--- src/rtl/core/qsam_pkg.sv ---
// ----------------------------------------------------------------------------
// qsam_pkg
// Widths, constants and bundle types shared by the quaternion/scale to
// affine matrix pipeline.
// ----------------------------------------------------------------------------
`default_nettype none

package qsam_pkg;

  localparam int QUAT_W     = 16;
  localparam int SCL_W      = 16;
  localparam int TRANS_W    = 32;
  localparam int PROD_W     = 2 * QUAT_W;
  localparam int TERM_W     = PROD_W + 2;
  localparam int FULL_W     = TERM_W + SCL_W;
  localparam int OUT_W      = 32;
  localparam int ROT_FRAC   = 28;
  localparam int SCL_FRAC   = 8;
  localparam int OUT_FRAC   = 16;
  localparam int ROUND_SH   = ROT_FRAC + SCL_FRAC - OUT_FRAC;
  localparam int NUM_Q      = 4;
  localparam int NUM_AX     = 3;
  localparam int NUM_ENT    = 9;

  // quaternion component slots
  localparam int Q_X = 0;
  localparam int Q_Y = 1;
  localparam int Q_Z = 2;
  localparam int Q_W = 3;

  // product slots
  localparam int P_XX = 0;
  localparam int P_YY = 1;
  localparam int P_ZZ = 2;
  localparam int P_XY = 3;
  localparam int P_XZ = 4;
  localparam int P_YZ = 5;
  localparam int P_WX = 6;
  localparam int P_WY = 7;
  localparam int P_WZ = 8;

  // func codes
  localparam logic FUNC_SCALED = 1'b0;
  localparam logic FUNC_ROT    = 1'b1;

  localparam logic signed [TERM_W-1:0] ROT_ONE = TERM_W'(1) << ROT_FRAC;

  // matrix row of each entry, selects the scale component
  localparam logic [1:0] ROW_OF [NUM_ENT] = '{2'd0, 2'd0, 2'd0, 2'd1, 2'd1,
                                              2'd1, 2'd2, 2'd2, 2'd2};

  typedef logic [QUAT_W-1:0]  quat_t;
  typedef logic [SCL_W-1:0]   scl_t;
  typedef logic [TRANS_W-1:0] trans_t;
  typedef logic [PROD_W-1:0]  prod_t;
  typedef logic [TERM_W-1:0]  term_t;
  typedef logic [FULL_W-1:0]  full_t;
  typedef logic [OUT_W-1:0]   ent_t;

  typedef quat_t  [NUM_Q-1:0]   quat_vec_t;
  typedef scl_t   [NUM_AX-1:0]  scl_vec_t;
  typedef trans_t [NUM_AX-1:0]  trans_vec_t;
  typedef prod_t  [NUM_ENT-1:0] prod_vec_t;
  typedef term_t  [NUM_ENT-1:0] term_vec_t;
  typedef full_t  [NUM_ENT-1:0] full_vec_t;
  typedef ent_t   [NUM_ENT-1:0] ent_vec_t;

  typedef struct packed {
    quat_vec_t  quat;
    scl_vec_t   scale;
    logic       func;
    trans_vec_t trans;
  } in_item_t;

  typedef struct packed {
    prod_vec_t  prod;
    scl_vec_t   scale;
    logic       func;
    trans_vec_t trans;
  } prod_item_t;

  typedef struct packed {
    term_vec_t  term;
    scl_vec_t   scale;
    logic       func;
    trans_vec_t trans;
  } term_item_t;

  typedef struct packed {
    full_vec_t  full;
    trans_vec_t trans;
  } full_item_t;

  typedef struct packed {
    ent_vec_t   ent;
    trans_vec_t origin;
  } out_item_t;

  // stage control: advance enable from downstream, valid from upstream
  typedef struct packed {
    logic en;
    logic valid;
  } stage_ctl_t;

endpackage

`default_nettype wire

--- src/rtl/core/qsam_round.sv ---
// ----------------------------------------------------------------------------
// qsam_round
// Stage 4: round to Q16.16 (nearest, ties up) and saturate; output register.
// ----------------------------------------------------------------------------
`default_nettype none

module qsam_round (
  input  wire logic                  clk_i,
  input  wire logic                  rst_ni,
  input  wire qsam_pkg::stage_ctl_t  ctl_i,
  input  wire qsam_pkg::full_item_t  item_i,
  output logic                       valid_o,
  output qsam_pkg::out_item_t        item_o
);

  localparam logic signed [qsam_pkg::FULL_W-1:0] Half =
    qsam_pkg::FULL_W'(1) << (qsam_pkg::ROUND_SH - 1);
  localparam int HiW = qsam_pkg::FULL_W - qsam_pkg::OUT_W + 1;

  logic                  valid_q;
  qsam_pkg::out_item_t   item_q;
  qsam_pkg::out_item_t   item_d;
  logic signed [qsam_pkg::FULL_W-1:0] sum;
  logic signed [qsam_pkg::FULL_W-1:0] r;
  logic [HiW-1:0]        hi;

  always_comb begin
    sum = '0;
    r   = '0;
    hi  = '0;
    for (int i = 0; i < qsam_pkg::NUM_ENT; i++) begin
      sum = $signed(item_i.full[i]) + Half;
      r   = sum >>> qsam_pkg::ROUND_SH;
      hi  = r[qsam_pkg::FULL_W-1:qsam_pkg::OUT_W-1];
      if (hi == '0 || hi == '1) begin
        item_d.ent[i] = r[qsam_pkg::OUT_W-1:0];
      end else if (r[qsam_pkg::FULL_W-1]) begin
        item_d.ent[i] = {1'b1, {(qsam_pkg::OUT_W-1){1'b0}}};
      end else begin
        item_d.ent[i] = {1'b0, {(qsam_pkg::OUT_W-1){1'b1}}};
      end
    end
    item_d.origin = item_i.trans;
  end

  always_ff @(posedge clk_i or negedge rst_ni) begin
    if (!rst_ni) begin
      valid_q <= 1'b0;
    end else if (ctl_i.en) begin
      valid_q <= ctl_i.valid;
    end
  end

  always_ff @(posedge clk_i) begin
    if (ctl_i.en && ctl_i.valid) begin
      item_q <= item_d;
    end
  end

  assign valid_o = valid_q;
  assign item_o  = item_q;

endmodule

`default_nettype wire

--- config.mk ---
export PLATFORM = sky130hd
export DESIGN_NAME = qsam_round
export DESIGN_NICKNAME = d
export VERILOG_FILES = /design/src/rtl/core/qsam_pkg.sv /design/src/rtl/core/qsam_round.sv
export SDC_FILE = /design/constraint.sdc
export NUM_CORES = 1
export LEC_CHECK = 0
export BUFFER_PORTS_ARGS = -buffer_cell sky130_fd_sc_hd__buf_2
export CAP_MARGIN = 0
export CORE_AREA = 3 3 360 362
export CTS_CLUSTER_DIAMETER = 150
export DETAILED_ROUTE_END_ITERATION = 10
export DIE_AREA = 0 0 363 365
export PLACE_DENSITY_LB_ADDON = 0.08
export RECOVER_POWER = 25
export SLEW_MARGIN = 20
export SYNTH_ARGS = -nofsm -noshare
export SYNTH_HDL_FRONTEND = slang
export SYNTH_SLANG_ARGS = --single-unit
--- constraint.sdc ---
create_clock -name clk_i -period 1 [get_ports clk_i]
set_input_delay 0.05 -clock clk_i [delete_from_list [all_inputs] [get_ports clk_i]]
set_output_delay 0.05 -clock clk_i [all_outputs]
set_load 0.02 [all_outputs]
## Yosys cells after proc, flatten, opt, wreduce, memory -nomap -nowiden

Cells that the tools add are included.

- Add/sub/neg operators: 9
- Eq/ne operators: 9
- Mux-type cells: 18
- Reductions and logical operators: 19

Operators by type and width:

| operator | count |
|---|---|
| 32-bit two-way mux | 18 |
| 50-bit by 21-bit adder with 50-bit output (second input constant) | 9 |
| 19-bit equality test (second input constant) | 9 |
| 19-bit zero test | 9 |
| 1-bit logical OR | 9 |
| 1-bit logical AND | 1 |

- Register bits after elaboration: 385
- Input port bits: 550
- Word-level logic and storage cells: 68

## Logic depth before layout (Yosys ltp)

- Depth in word-level cells: 4
- Gate-level depth with buffers: 6
- Depth with buffers taken out: 5

## Worst setup path before layout

Ideal clock, no wire load.

- Kind: input -> register
- Start point: input port ctl_i[0] in the netlist's numbering
- End point: register item_q, in the netlist item_o[0], enable pin
- Library setup time: 774 ps
- Arrival time: 8287 ps
- Setup slack: -8061 ps
- Cell stages on the path: 1
- Path through: and2_1

- Cells in the longest elaborated chain, start to end: 1

Ends and longest elaborated chain:

| item | RTL line | source |
|---|---|---|
| from (decl) | qsam_round.sv:10 | `input wire qsam_pkg::stage_ctl_t ctl_i,` |
| 1-bit logical AND | qsam_round.sv:55 | `if (ctl_i.en && ctl_i.valid) begin` |
| to (signal assigned) | qsam_round.sv:56 | `item_q <= item_d;` |
| to (decl) | qsam_round.sv:21 | `qsam_pkg::out_item_t item_q;` |

Every way passes these cells.
A chain may end at the register's enable or synchronous reset.

==> impl_metrics.tcl <==
set metrics [dict create \
    yosys_most_used_dff "edfxtp_1" \
    hold_class "input pin to register" \
    combPwrFrac_pct 19.4 \
    antenna_found_initial 28 \
    netlist_instances 1162 \
    clk_path_buf_depth 3 \
    drcViolationCount 0 \
    htreeDepth 2 \
    setup_tns_ns -107.09 \
    fin_hold_ws_ns -0.0677 \
    yosysTopAreaCellShare_pct 66.9 \
    grt_pass1_wl_mm 115 \
    setup_viol 484 \
    cell_internal_pwr_mw 33.8 \
    syn_avg_cell_area_um2 14.1 \
    hold_start "item_i[467]" \
    routed_wl_mm 82.4 \
    path_clk_slew_ns 0.06 \
    switching_share_pct 26.8 \
    path_max_fanout 7 \
    grt_usage_pct 11.7 \
    coreArea_um2 127000 \
    violations "hold timing, setup timing" \
    maxCapViolations 0 \
    ys_seq_elements 367 \
    synth_top_area_cell "edfxtp_1" \
    worstReg2RegEnd "valid_o$_DFFE_PN0P_" \
    die_h_um 365 \
    cp-end-kind "register" \
    via_per_inst 3.54 \
    nets 3300 \
    seq_power_share_pct 40.5 \
    boundaryPins 935 \
    required_ns 1.36 \
    grt_setup_unrepaired "yes" \
    p_clk_share_pct 40.0 \
    synthesis.area_um2 16400 \
    hpwl_mm 63.3 \
    cts_made_buffers 53 \
    die_area_um2 132000 \
    gp_congestion 0.770 \
    yosysWarnings 0 \
    final_cell_mix "dlygate4sd3_1, buf_2, buf_4, buf_6, edfxtp_1" \
    mostFrequentLayoutCell "dlygate4sd3_1" \
    synth_edf_count 366 \
    final_max_slew_viol_count 0 \
    cts_tree "done" \
    die_x_um 363 \
    period_needed_ns 1.47 \
    rr_worst_depth 1 \
    gr-total-overflow 0 \
    tightestPinTransition_ns 0.708 \
    finClkSkew_ns 0 \
    synth_nets 1722 \
    drive_gt1_share_pct 49.7 \
    synth.area.top_cells "edfxtp_1, xnor2_1, xor2_1" \
    place.port_buffers 763 \
    reg2reg_slack_ns 0.23 \
    yosysSeqAreaShare_pct 67.1 \
    grt_max_degree 42 \
    leakagePower_nw 14.0 \
    min_period_over_period_pct 147 \
    postRouteAntennaNets 0 \
    wl_per_cell_um 18.5 \
    async_flop_share_pct 0.272 \
    row_count 131 \
    root_buffer "clkbuf_16" \
    start_kind "input pin" \
    drtIter0Drc 605 \
    switchingPower_mw 12.4 \
    worstPathArrival_ns 1.83 \
    insertion_delay_ns 0.62 \
    synthToLayoutAreaGrowth_pct 110 \
    grt_pass1_vias 17200 \
    power_mw 46.2 \
    max_slew_margin_pct 52.8 \
    crit_type "input pin to register" \
    cts.sinks 367 \
    yosysUniqueCellTypes 35 \
    timing.fmax_ghz 0.682 \
    start_util_pct 12.9 \
    vias 15800 \
    first_pass_iters 4 \
    run_status "finished, violations left" \
    endpoint "item_o[348]$_DFFE_PP_" \
    setup_ws_ns -0.467 \
    peakVddDrop_uv 1170 \
    crit_start "item_i[469]" \
    hold_viol_final 4 \
    p_per_area_nw_per_um2 1340 \
    r2r-start "valid_o$_DFFE_PN0P_" \
]
Yosys cell counts (all sizes together) (2+ instances only):
| library cell | instances |
|---|---|
| nor3 | 33 |
| inv | 15 |
| and3 | 39 |
| ha | 10 |
| and4 | 29 |
| xor2 | 76 |
| nor4 | 24 |
| xnor2 | 185 |
| and2 | 15 |
| nor2 | 43 |
| nand2 | 76 |
| nand3 | 111 |
| nor3b | 2 |
| nand4 | 92 |
| or2 | 4 |
| buf | 25 |
| edfxtp | 366 |
| clkbuf | 8 |
power groups by stage:
stage               Combinational (mW)  Clock, mW  Sequential, mW
floorplan                         1.19          0            20.1
global placement                  6.67          0            18.8
detailed placement                6.64          0            18.8
CTS                               8.82       19.5            18.7
global route                      9.61       20.1            18.8
finish                            8.98       18.5            18.7
cell families after synthesis:
kind of cell | count (synthesis) | synth area share (%)
flops | 367 | 67.1
mux | 1 | 0.0686
buf+inv | 48 | 1.60
xor+xnor | 261 | 13.9
fa+ha+maj | 10 | 0.762
simple gates | 475 | 16.6
state kept, by name, indices dropped and copies added, names as in the netlist:
| name | flops |
|---|---|
| valid_o | 1 |
| item_o | 366 |
through the flow:
| step | hold WS, ns | cell area [um^2] | setup slack, ns | utilization (%) | cells |
|---|---|---|---|---|---|
| CTS | -0.134 | 33500 | -0.501 | 26.4 | 4423 |
| floorplan | -0.246 | 17400 | -2.04 | - | 1162 |
| detailed placement | -0.171 | 26200 | -0.558 | 20.6 | 3947 |
| finish | -0.0677 | 34500 | -0.467 | 27.1 | 4450 |
| global route | -0.109 | 34500 | -0.498 | 27.1 | 4444 |
| global placement | -0.172 | 26200 | -0.517 | 20.6 | 3947 |
critical path, cell delays in order:
cell and delay [ns]:
buf_2 0.09, dlygate4sd3_1 0.63, nand3_4 0.08, or3_4 0.42, buf_4 0.18, nor4_4 0.27
xor2_1 0.10
area by class of cell:
| cell class | count | area (um^2) |
|---|---|---|
| Fill cell | 13400 | 92600 |
| Sequential cell | 367 | 11000 |
| Antenna cell | 7 | 17.5 |
| Timing Repair Buffer | 1556 | 13500 |
| Tap cell | 1662 | 2080 |
| Inverter | 15 | 56.3 |
| Clock inverter | 32 | 272 |
| Clock buffer | 64 | 1390 |
| Multi-Input combinational cell | 747 | 6120 |
worst min path at each step:
stage,to,slack [ns],cells after the start
after floorplan,valid_o$_DFFE_PN0P_,-0.25,0
after global placement,valid_o$_DFFE_PN0P_,-0.17,1
after detailed placement,valid_o$_DFFE_PN0P_,-0.17,1
after CTS,item_o[324]$_DFFE_PP_,-0.13,4
after global routing,item_o[324]$_DFFE_PP_,-0.11,4
final,item_o[324]$_DFFE_PP_,-0.07,4
timing repair:
item                                   4_1_cts  5_1_grt
pin swaps                                    0       47
gates cloned                                 0        8
setup buffers                                1       16
endpoints found under the hold margin      373       64
hold buffers                               379       59
gates resized for setup                    587      197
setup endpoints to repair                  385      824
routing by layer:
metal  vias up  track usage, %  wire length, um
met4        24            2.87             1810
met1      7509            13.6            33300
li1       7583               -                -
met2       521            19.8            39900
met5         -               0              157
met3       125            4.86             7310
No activity file was read; power rests on OpenSTA's default activity.
