==> src/rtl/core/qsam_pkg.sv <==
// ----------------------------------------------------------------------------
// qsam_pkg
// Widths, constants and bundle types shared by the quaternion/scale to
// affine matrix pipeline.
// ----------------------------------------------------------------------------
`default_nettype none

package qsam_pkg;

  localparam int QUAT_W     = 16;
  localparam int SCL_W      = 16;
  localparam int TRANS_W    = 32;
  localparam int PROD_W     = 2 * QUAT_W;
  localparam int TERM_W     = PROD_W + 2;
  localparam int FULL_W     = TERM_W + SCL_W;
  localparam int OUT_W      = 32;
  localparam int ROT_FRAC   = 28;
  localparam int SCL_FRAC   = 8;
  localparam int OUT_FRAC   = 16;
  localparam int ROUND_SH   = ROT_FRAC + SCL_FRAC - OUT_FRAC;
  localparam int NUM_Q      = 4;
  localparam int NUM_AX     = 3;
  localparam int NUM_ENT    = 9;

  // quaternion component slots
  localparam int Q_X = 0;
  localparam int Q_Y = 1;
  localparam int Q_Z = 2;
  localparam int Q_W = 3;

  // product slots
  localparam int P_XX = 0;
  localparam int P_YY = 1;
  localparam int P_ZZ = 2;
  localparam int P_XY = 3;
  localparam int P_XZ = 4;
  localparam int P_YZ = 5;
  localparam int P_WX = 6;
  localparam int P_WY = 7;
  localparam int P_WZ = 8;

  // func codes
  localparam logic FUNC_SCALED = 1'b0;
  localparam logic FUNC_ROT    = 1'b1;

  localparam logic signed [TERM_W-1:0] ROT_ONE = TERM_W'(1) << ROT_FRAC;

  // matrix row of each entry, selects the scale component
  localparam logic [1:0] ROW_OF [NUM_ENT] = '{2'd0, 2'd0, 2'd0, 2'd1, 2'd1,
                                              2'd1, 2'd2, 2'd2, 2'd2};

  typedef logic [QUAT_W-1:0]  quat_t;
  typedef logic [SCL_W-1:0]   scl_t;
  typedef logic [TRANS_W-1:0] trans_t;
  typedef logic [PROD_W-1:0]  prod_t;
  typedef logic [TERM_W-1:0]  term_t;
  typedef logic [FULL_W-1:0]  full_t;
  typedef logic [OUT_W-1:0]   ent_t;

  typedef quat_t  [NUM_Q-1:0]   quat_vec_t;
  typedef scl_t   [NUM_AX-1:0]  scl_vec_t;
  typedef trans_t [NUM_AX-1:0]  trans_vec_t;
  typedef prod_t  [NUM_ENT-1:0] prod_vec_t;
  typedef term_t  [NUM_ENT-1:0] term_vec_t;
  typedef full_t  [NUM_ENT-1:0] full_vec_t;
  typedef ent_t   [NUM_ENT-1:0] ent_vec_t;

  typedef struct packed {
    quat_vec_t  quat;
    scl_vec_t   scale;
    logic       func;
    trans_vec_t trans;
  } in_item_t;

  typedef struct packed {
    prod_vec_t  prod;
    scl_vec_t   scale;
    logic       func;
    trans_vec_t trans;
  } prod_item_t;

  typedef struct packed {
    term_vec_t  term;
    scl_vec_t   scale;
    logic       func;
    trans_vec_t trans;
  } term_item_t;

  typedef struct packed {
    full_vec_t  full;
    trans_vec_t trans;
  } full_item_t;

  typedef struct packed {
    ent_vec_t   ent;
    trans_vec_t origin;
  } out_item_t;

  // stage control: advance enable from downstream, valid from upstream
  typedef struct packed {
    logic en;
    logic valid;
  } stage_ctl_t;

endpackage

`default_nettype wire

==> src/rtl/core/qsam_terms.sv <==
// ----------------------------------------------------------------------------
// qsam_terms
// Stage 2: doubled-product sums forming the nine rotation terms, Q6.28.
// ----------------------------------------------------------------------------
`default_nettype none

module qsam_terms (
  input  wire logic                  clk_i,
  input  wire logic                  rst_ni,
  input  wire qsam_pkg::stage_ctl_t  ctl_i,
  input  wire qsam_pkg::prod_item_t  item_i,
  output logic                       valid_o,
  output qsam_pkg::term_item_t       item_o
);

  logic                  valid_q;
  qsam_pkg::term_item_t  item_q;
  qsam_pkg::term_item_t  item_d;
  logic signed [qsam_pkg::TERM_W-1:0] d [qsam_pkg::NUM_ENT];

  // 2 * product, sign extended to term width
  function automatic logic signed [qsam_pkg::TERM_W-1:0] dbl(qsam_pkg::prod_t p);
    return $signed({{(qsam_pkg::TERM_W-qsam_pkg::PROD_W-1){p[qsam_pkg::PROD_W-1]}},
                    p, 1'b0});
  endfunction

  always_comb begin
    for (int i = 0; i < qsam_pkg::NUM_ENT; i++) begin
      d[i] = dbl(item_i.prod[i]);
    end
    item_d.term[0] = qsam_pkg::ROT_ONE - (d[qsam_pkg::P_YY] + d[qsam_pkg::P_ZZ]);
    item_d.term[1] = d[qsam_pkg::P_XY] + d[qsam_pkg::P_WZ];
    item_d.term[2] = d[qsam_pkg::P_XZ] - d[qsam_pkg::P_WY];
    item_d.term[3] = d[qsam_pkg::P_XY] - d[qsam_pkg::P_WZ];
    item_d.term[4] = qsam_pkg::ROT_ONE - (d[qsam_pkg::P_XX] + d[qsam_pkg::P_ZZ]);
    item_d.term[5] = d[qsam_pkg::P_YZ] + d[qsam_pkg::P_WX];
    item_d.term[6] = d[qsam_pkg::P_XZ] + d[qsam_pkg::P_WY];
    item_d.term[7] = d[qsam_pkg::P_YZ] - d[qsam_pkg::P_WX];
    item_d.term[8] = qsam_pkg::ROT_ONE - (d[qsam_pkg::P_XX] + d[qsam_pkg::P_YY]);
    item_d.scale = item_i.scale;
    item_d.func  = item_i.func;
    item_d.trans = item_i.trans;
  end

  always_ff @(posedge clk_i or negedge rst_ni) begin
    if (!rst_ni) begin
      valid_q <= 1'b0;
    end else if (ctl_i.en) begin
      valid_q <= ctl_i.valid;
    end
  end

  always_ff @(posedge clk_i) begin
    if (ctl_i.en && ctl_i.valid) begin
      item_q <= item_d;
    end
  end

  assign valid_o = valid_q;
  assign item_o  = item_q;

endmodule

`default_nettype wire

==> config.mk <==
export PLATFORM = sky130hd
export DESIGN_NAME = qsam_terms
export DESIGN_NICKNAME = d
export VERILOG_FILES = /design/src/rtl/core/qsam_pkg.sv /design/src/rtl/core/qsam_terms.sv
export SDC_FILE = /design/constraint.sdc
export NUM_CORES = 1
export LEC_CHECK = 0
export BUFFER_PORTS_ARGS = -buffer_cell sky130_fd_sc_hd__buf_4
export CELL_PAD_IN_SITES_DETAIL_PLACEMENT = 1
export CELL_PAD_IN_SITES_GLOBAL_PLACEMENT = 1
export CORE_AREA = 2 2 345 347
export DETAILED_ROUTE_END_ITERATION = 8
export DIE_AREA = 0 0 347 349
export PLACE_DENSITY_LB_ADDON = 0.1
export SLEW_MARGIN = 20
export SYNTH_ARGS = -nofsm -noshare
export SYNTH_HDL_FRONTEND = slang
export SYNTH_SLANG_ARGS = --single-unit
==> constraint.sdc <==
create_clock -name clk_i -period 1 [get_ports clk_i]
set_clock_uncertainty 0.2 [all_clocks]
set_input_delay 0.05 -clock clk_i [delete_from_list [all_inputs] [get_ports clk_i]]
set_output_delay 0.05 -clock clk_i [all_outputs]
set_load 0.005 [all_outputs]
# ---- Yosys cells after proc, flatten, opt, wreduce, memory -nomap -nowiden
# Cells that the tools add are included.
dict set report totals {
  ff_bits 452
  in_bits 437
  out_inout_bits 452
  wordCells 30
}
dict set report op_classes {
  n_addsub 12
  n_reduce_logical 1
}
# op count
set ops {}
lappend ops {{$add 33x33->34} 6}
lappend ops {{$sub 30x34->34 const A} 3}
lappend ops {{$sub 33x33->34} 3}
lappend ops {{$logic_and 1x1->1} 1}

# ---- Longest topological paths before layout
# Gate-level depths: netlist of run 1.
dict set report depth {
  ltp_word 2
  mapped_depth 14
  depth_no_buf 13
}

# ---- Least setup slack after synthesis of run 1
# Ideal clock, no wire load.
dict set report synth_timing {
  kind {input to register}
  start {input port ctl_i[0] in the netlist's numbering}
  end {register item_q, in the netlist item_o[0] (enable)}
  setup_time_ps 857
  arrival_time_ps 9914
  required_ps -57
  path_slack_ps -9972
  cell_stages 1
  path_buffers 0
  cell_sequence {and2_1}
}
dict set report synth_via {
  elab_chain_cells 1
}
# element line
set synth_lines {}
lappend synth_lines {{start: declaration} qsam_terms.sv:10} ;# input wire qsam_pkg::stage_ctl_t ctl_i,
lappend synth_lines {{$logic_and 1x1->1} qsam_terms.sv:54} ;# if (ctl_i.en && ctl_i.valid) begin
lappend synth_lines {{end signal: assignment} qsam_terms.sv:55} ;# item_q <= item_d;
lappend synth_lines {{end: declaration} qsam_terms.sv:17} ;# qsam_pkg::term_item_t item_q;
# No other way between the ends.
# A chain may end at the register's enable or synchronous reset.

==> results.cfg, run 1 <==
[status]
status = complete, but fails checks
violations = negative hold slack, negative setup slack

[floorplan]
die_x_um = 347
die_y_um = 349
pin_count = 889
die_area_mm2 = 0.121
initial_core_util = 0.248
row_count = 126
core-area_mm2 = 0.117

[sta]
tightestPinTransition_ns = 0.699
slew_headroom = 0.530
min_period_over_period = 2.82
tns_ns = -554.42
finalHoldViolCount = 263
fmaxAchievable_mhz = 355
slew_violations = 0
finalWorstSetupSlack_ns = -1.82
period_minus_slack_ns = 2.82
hold_ws_ns = -0.489
setup-violations-final = 1196
rsz0062_at_grt = true

[layout]
nNetsFinal = 5679
final_core_util = 0.465
design_area_mm2 = 0.0546
area_growth_pct = 87.3
final_common_cell = buf_4
drive_gt1_frac = 0.528
instances_no_fill = 6439
layout_common_cells = buf_4, edfxtp_1, ha_1

[power_and_ir_drop]
leakagePower_nw = 24.6
pwr-share-clk = 0.285
internal_power_mw = 50.6
comb_power_share = 0.392
p_sw_frac = 0.312
ir_drop_uv = 1540
powerDensity_mw_per_mm2 = 1350
power_switching_mw = 22.9
finalPower_mw = 73.4
p_seq_frac = 0.324

[global_routing]
grt_use_total = 0.217
grt_antenna_before_repair = 14
use_met2 = 0.403
grt_max_degree = 31
grt_pass1_vias = 31260
grt_pass1_wl_um = 198000
grt_use_met1 = 0.253
grt_overflow = 0
grt_most_used_layer = met2
use_met3 = 0.0456

[place]
place_congestion = 0.841
place.detailed.hpwl_um = 111000
placed_area_mm2 = 0.0466
dp_slack_ns = -2.60
io_buffers = 879
dp.cells = 6002

[logic_synthesis]
synth_edf_count = 439
netlist_area_mm2 = 0.0291
avgSynthCellArea_um2 = 10.7
synth_cells = 2729
ys_warn_count = 0
ys.flop_type = edfxtp_1
synth_cell_types = 78
synth_seq_area_share = 0.453
ys_ff_latch = 440
async_reset_ff_frac = 0.00227

[clock_network]
clockRootBuffer = clkbuf_16
insertion_delay_ns = 0.69
numCtsBuffers = 58
ctsLongestPathBuffers = 3
tritoncts = yes
clkSinkCount = 440
htreeDepth = 2
path_clk_slew_ns = 0.05

[critical_path]
endpoint_kind = flop
cp-start-kind = input pin
crit_type = in2reg
critPathMaxFanout = 2
required_ns = 1.22
crit_arrival_ns = 3.04

[drt]
wl_per_cell_um = 21.1
drc = 0
vias = 28741
vias_per_cell = 4.46
drtIter0Drc = 931
drt-total-wl_um = 136000
antenna_left = 0
first_pass_iters = 5

[flow_run]
cap_violations = 0

[min_path]
hold_class = in2reg
-- kinds of logic (layout without fill, tap and decap cells) --
| logic type | after synthesis | in the layout | share of synthesized area |
|---|---|---|---|
| mux | 4 | 4 | 0.00150 |
| other cells | 1 | 14 | 0.000129 |
| compound gates | 719 | 719 | 0.160 |
| fa+ha+maj | 390 | 390 | 0.170 |
| buf+inv | 399 | 2560 | 0.0532 |
| simple gates | 512 | 512 | 0.0828 |
| flops | 440 | 440 | 0.453 |
| xor+xnor | 264 | 264 | 0.0794 |
-- power groups by stage --
stage	sequential, mW	clock (mW)	combinational (mW)
finish	23.8	20.9	28.8
global route	23.9	22.2	31.1
CTS	23.8	21.6	27.9
detailed placement	24.1	0	24.7
global placement	24.1	0	24.5
floorplan	24.2	0	10.7
-- cells in the mapped netlist, drive strengths merged (6+ instances only) --
master	instances	area, um^2
edfxtp	439	13200
ha	381	4770
inv	299	1120
a21oi	272	1370
xnor2	211	1850
nor2	188	706
o21ai	105	529
nand2	102	383
clkbuf	76	287
a21o	75	563
o21bai	65	488
xor2	53	464
nor3	41	205
nand3	37	185
nor2b	36	225
nand2b	27	169
a31oi	25	156
o31ai	24	194
o21a	22	165
buf	21	131
nand4	20	125
a211oi	13	103
a221oi	11	138
and3	10	62.6
nor4	10	62.6
or3	10	67.6
fa	9	180
o31a	9	78.8
o41ai	9	78.8
or4	9	67.6
and2	8	50.1
a2111oi	7	67.6
a21boi	7	52.6
a221o	7	70.1
a41oi	7	61.3
o2111ai	7	61.3
o211ai	7	52.6
o311ai	7	61.3
or2	6	37.5
-- final cells by class --
| cell class | instances | area, um^2 |
|---|---|---|
| Antenna cell | 5 | 12.5 |
| Clock buffer | 63 | 1490 |
| Clock inverter | 43 | 375 |
| Fill cell | 12834 | 62900 |
| Inverter | 302 | 1400 |
| Multi-Input combinational cell | 1898 | 18500 |
| Sequential cell | 440 | 13200 |
| Tap cell | 1536 | 1920 |
| Timing Repair Buffer | 2152 | 17600 |
-- sequential cells by signal (all words and copies together), names as in the netlist --
register  count
item_o      439
valid_o       1
-- what timing repair did --
action,CTS,global route
pin swaps,270,229
resized for setup,412,202
hold buffers,225,3
endpoints found under the hold margin,631,271
endpoints found under the setup margin,705,1199
setup buffers,76,79
-- per-layer routing --
metal	vias to the layer above	routed length [um]
met1	13961	54900
met3	142	6710
li1	14044	-
met2	578	70700
met4	16	3260
met5	-	120
-- worst max-delay path, cell delays in order --
cell      delay, ns
buf_8          0.10
inv_6          0.05
ha_4           0.20
fa_2           0.39
a21o_1         0.24
a221oi_4       0.36
nor3_2         0.07
or3_4          0.43
o31ai_4        0.24
o21ai_2        0.12
a41o_1         0.25
a221o_1        0.34
a21oi_2        0.13
xor2_1         0.07
-- final timing paths --
kind	startpoint	endpoint	slack, ns	cells past startpoint
max	item_i[146]	item_o[450]$_DFFE_PP_	-1.82	14
min	item_i[177]	item_o[418]$_DFFE_PP_	-0.49	2
max reg2reg	valid_o$_DFFE_PN0P_	valid_o$_DFFE_PN0P_	0.02	1
min reg2reg	valid_o$_DFFE_PN0P_	valid_o$_DFFE_PN0P_	0.36	1
max in group asynchronous	rst_ni	valid_o$_DFFE_PN0P_	0.41	3
min in group asynchronous	rst_ni	valid_o$_DFFE_PN0P_	0.06	3
No activity file was read; power rests on OpenSTA's default activity.
==> run 2: changes to the inputs <==
MAX_ROUTING_LAYER = met4   (was default)
==> results.cfg, run 2 (synthesized netlist as in run 1, its figures left out) <==
[sta]
rsz0062_at_grt = true
finalHoldViolCount = 262
min_period_over_period = 2.82
hold_ws_ns = -0.487
tightestPinTransition_ns = 0.695
period_minus_slack_ns = 2.82
setup-violations-final = 1197
fmaxAchievable_mhz = 355
finalWorstSetupSlack_ns = -1.82
slew_violations = 0
slew_headroom = 0.533

[power_and_ir_drop]
finalPower_mw = 73.5
powerDensity_mw_per_mm2 = 1340
ir_drop_uv = 1520
leakagePower_nw = 24.6

[layout]
final_core_util = 0.466
layout_common_cells = buf_4, edfxtp_1, ha_1
final_common_cell = buf_4
nNetsFinal = 5676
drive_gt1_frac = 0.530
largest_reg_flops = 439
area_growth_pct = 87.7

[floorplan]
die_area_mm2 = 0.121
pin_count = 889
initial_core_util = 0.248
row_count = 126
die_y_um = 349
die_x_um = 347
core-area_mm2 = 0.117

[place]
dp_slack_ns = -2.60
place_congestion = 0.855
io_buffers = 879
place.detailed.hpwl_um = 111000

[drt]
drc = 0
vias = 28695
antenna_left = 0
drt-total-wl_um = 136000
wl_per_cell_um = 21.0
vias_per_cell = 4.45
first_pass_iters = 4
drtIter0Drc = 950

[critical_path]
required_ns = 1.22
cp-start-kind = input pin
crit_arrival_ns = 3.04
endpoint_kind = flop
r2r_slack_ns = 0.02
critPathMaxFanout = 2
crit_type = in2reg

[global_routing]
grt_pass1_vias = 31260
grt_antenna_before_repair = 15
grt_overflow = 0
grt_pass1_wl_um = 199000
grt_use_total = 0.224
grt_max_degree = 31

[clock_network]
numCtsBuffers = 58
ctsLongestPathBuffers = 3
path_clk_slew_ns = 0.05
htreeDepth = 2
insertion_delay_ns = 0.68
clkSinkCount = 440
clockRootBuffer = clkbuf_16
tritoncts = yes

[min_path]
hold_class = in2reg

[flow_run]
cap_violations = 0

[status]
status = complete, but fails checks
violations = negative hold slack, negative setup slack
## run 2: final timing paths
| kind | startpoint | to | cells past startpoint |
|---|---|---|---|
| setup reg to reg | valid_o$_DFFE_PN0P_ | valid_o$_DFFE_PN0P_ | 1 |
| min in group asynchronous | rst_ni | valid_o$_DFFE_PN0P_ | 3 |
| hold / removal | item_i[177] | item_o[418]$_DFFE_PP_ | 2 |
| max in group asynchronous | rst_ni | valid_o$_DFFE_PN0P_ | 3 |
| hold reg to reg | valid_o$_DFFE_PN0P_ | valid_o$_DFFE_PN0P_ | 1 |
| setup / recovery | item_i[146] | item_o[450]$_DFFE_PP_ | 14 |
## run 2: through the flow
stage | hold slack, ns | TNS, ns | area [um^2] | cells
2_1_floorplan | -0.446 | -1509.70 | 31400 | 2737
3_3_place_gp | -0.373 | -597.30 | 46600 | 6002
3_5_place_dp | -0.373 | -600.61 | 46600 | 6002
4_1_cts | -0.541 | -540.23 | 53300 | 6390
5_1_grt | -0.524 | -608.16 | 54700 | 6443
6_report | -0.487 | -561.91 | 54700 | 6446
## run 2: metal layers
metal | wire, um | vias to the layer above | track usage
met1 | 55200 | 13910 | 0.254
met2 | 70500 | 594 | 0.403
met4 | 3330 | 0 | 0.0526
met3 | 6470 | 135 | 0.0447
li1 | - | 14056 | -
met5 | 0 | - | -
## run 2: repair_timing
| item | in CTS | in global routing |
|---|---|---|
| setup buffers | 76 | 87 |
| hold endpoints to repair | 631 | 269 |
| pin swaps | 270 | 233 |
| setup endpoints to repair | 705 | 1199 |
| hold buffers | 225 | 3 |
| resized for setup | 412 | 227 |
## run 2: worst max-delay path: stages
cell,delay (ns)
buf_8,0.10
inv_6,0.05
ha_4,0.20
fa_2,0.39
a21o_1,0.24
a221oi_4,0.35
nor3_2,0.07
or3_4,0.43
o31ai_4,0.24
o21ai_2,0.12
a41o_1,0.24
a221o_1,0.34
a21oi_2,0.13
xor2_1,0.07
## run 2: layout make-up
class                   count  area, um^2
diodes                     15        37.5
clock buffers              63        1490
clock inverters            43         375
fillers                 12836       62800
inverters                 302        1400
multi-input cells        1898       18600
flip-flops and latches    440       13200
well taps                1536        1920
repair buffers           2149       17600
## run 2: where the power goes
part           switching, mW  internal, mW  total [mW]  leakage, nW
Sequential             0.732          23.0        23.8         4.13
Clock                   8.85          12.0        20.9        0.922
Combinational           13.3          15.5        28.9         19.6
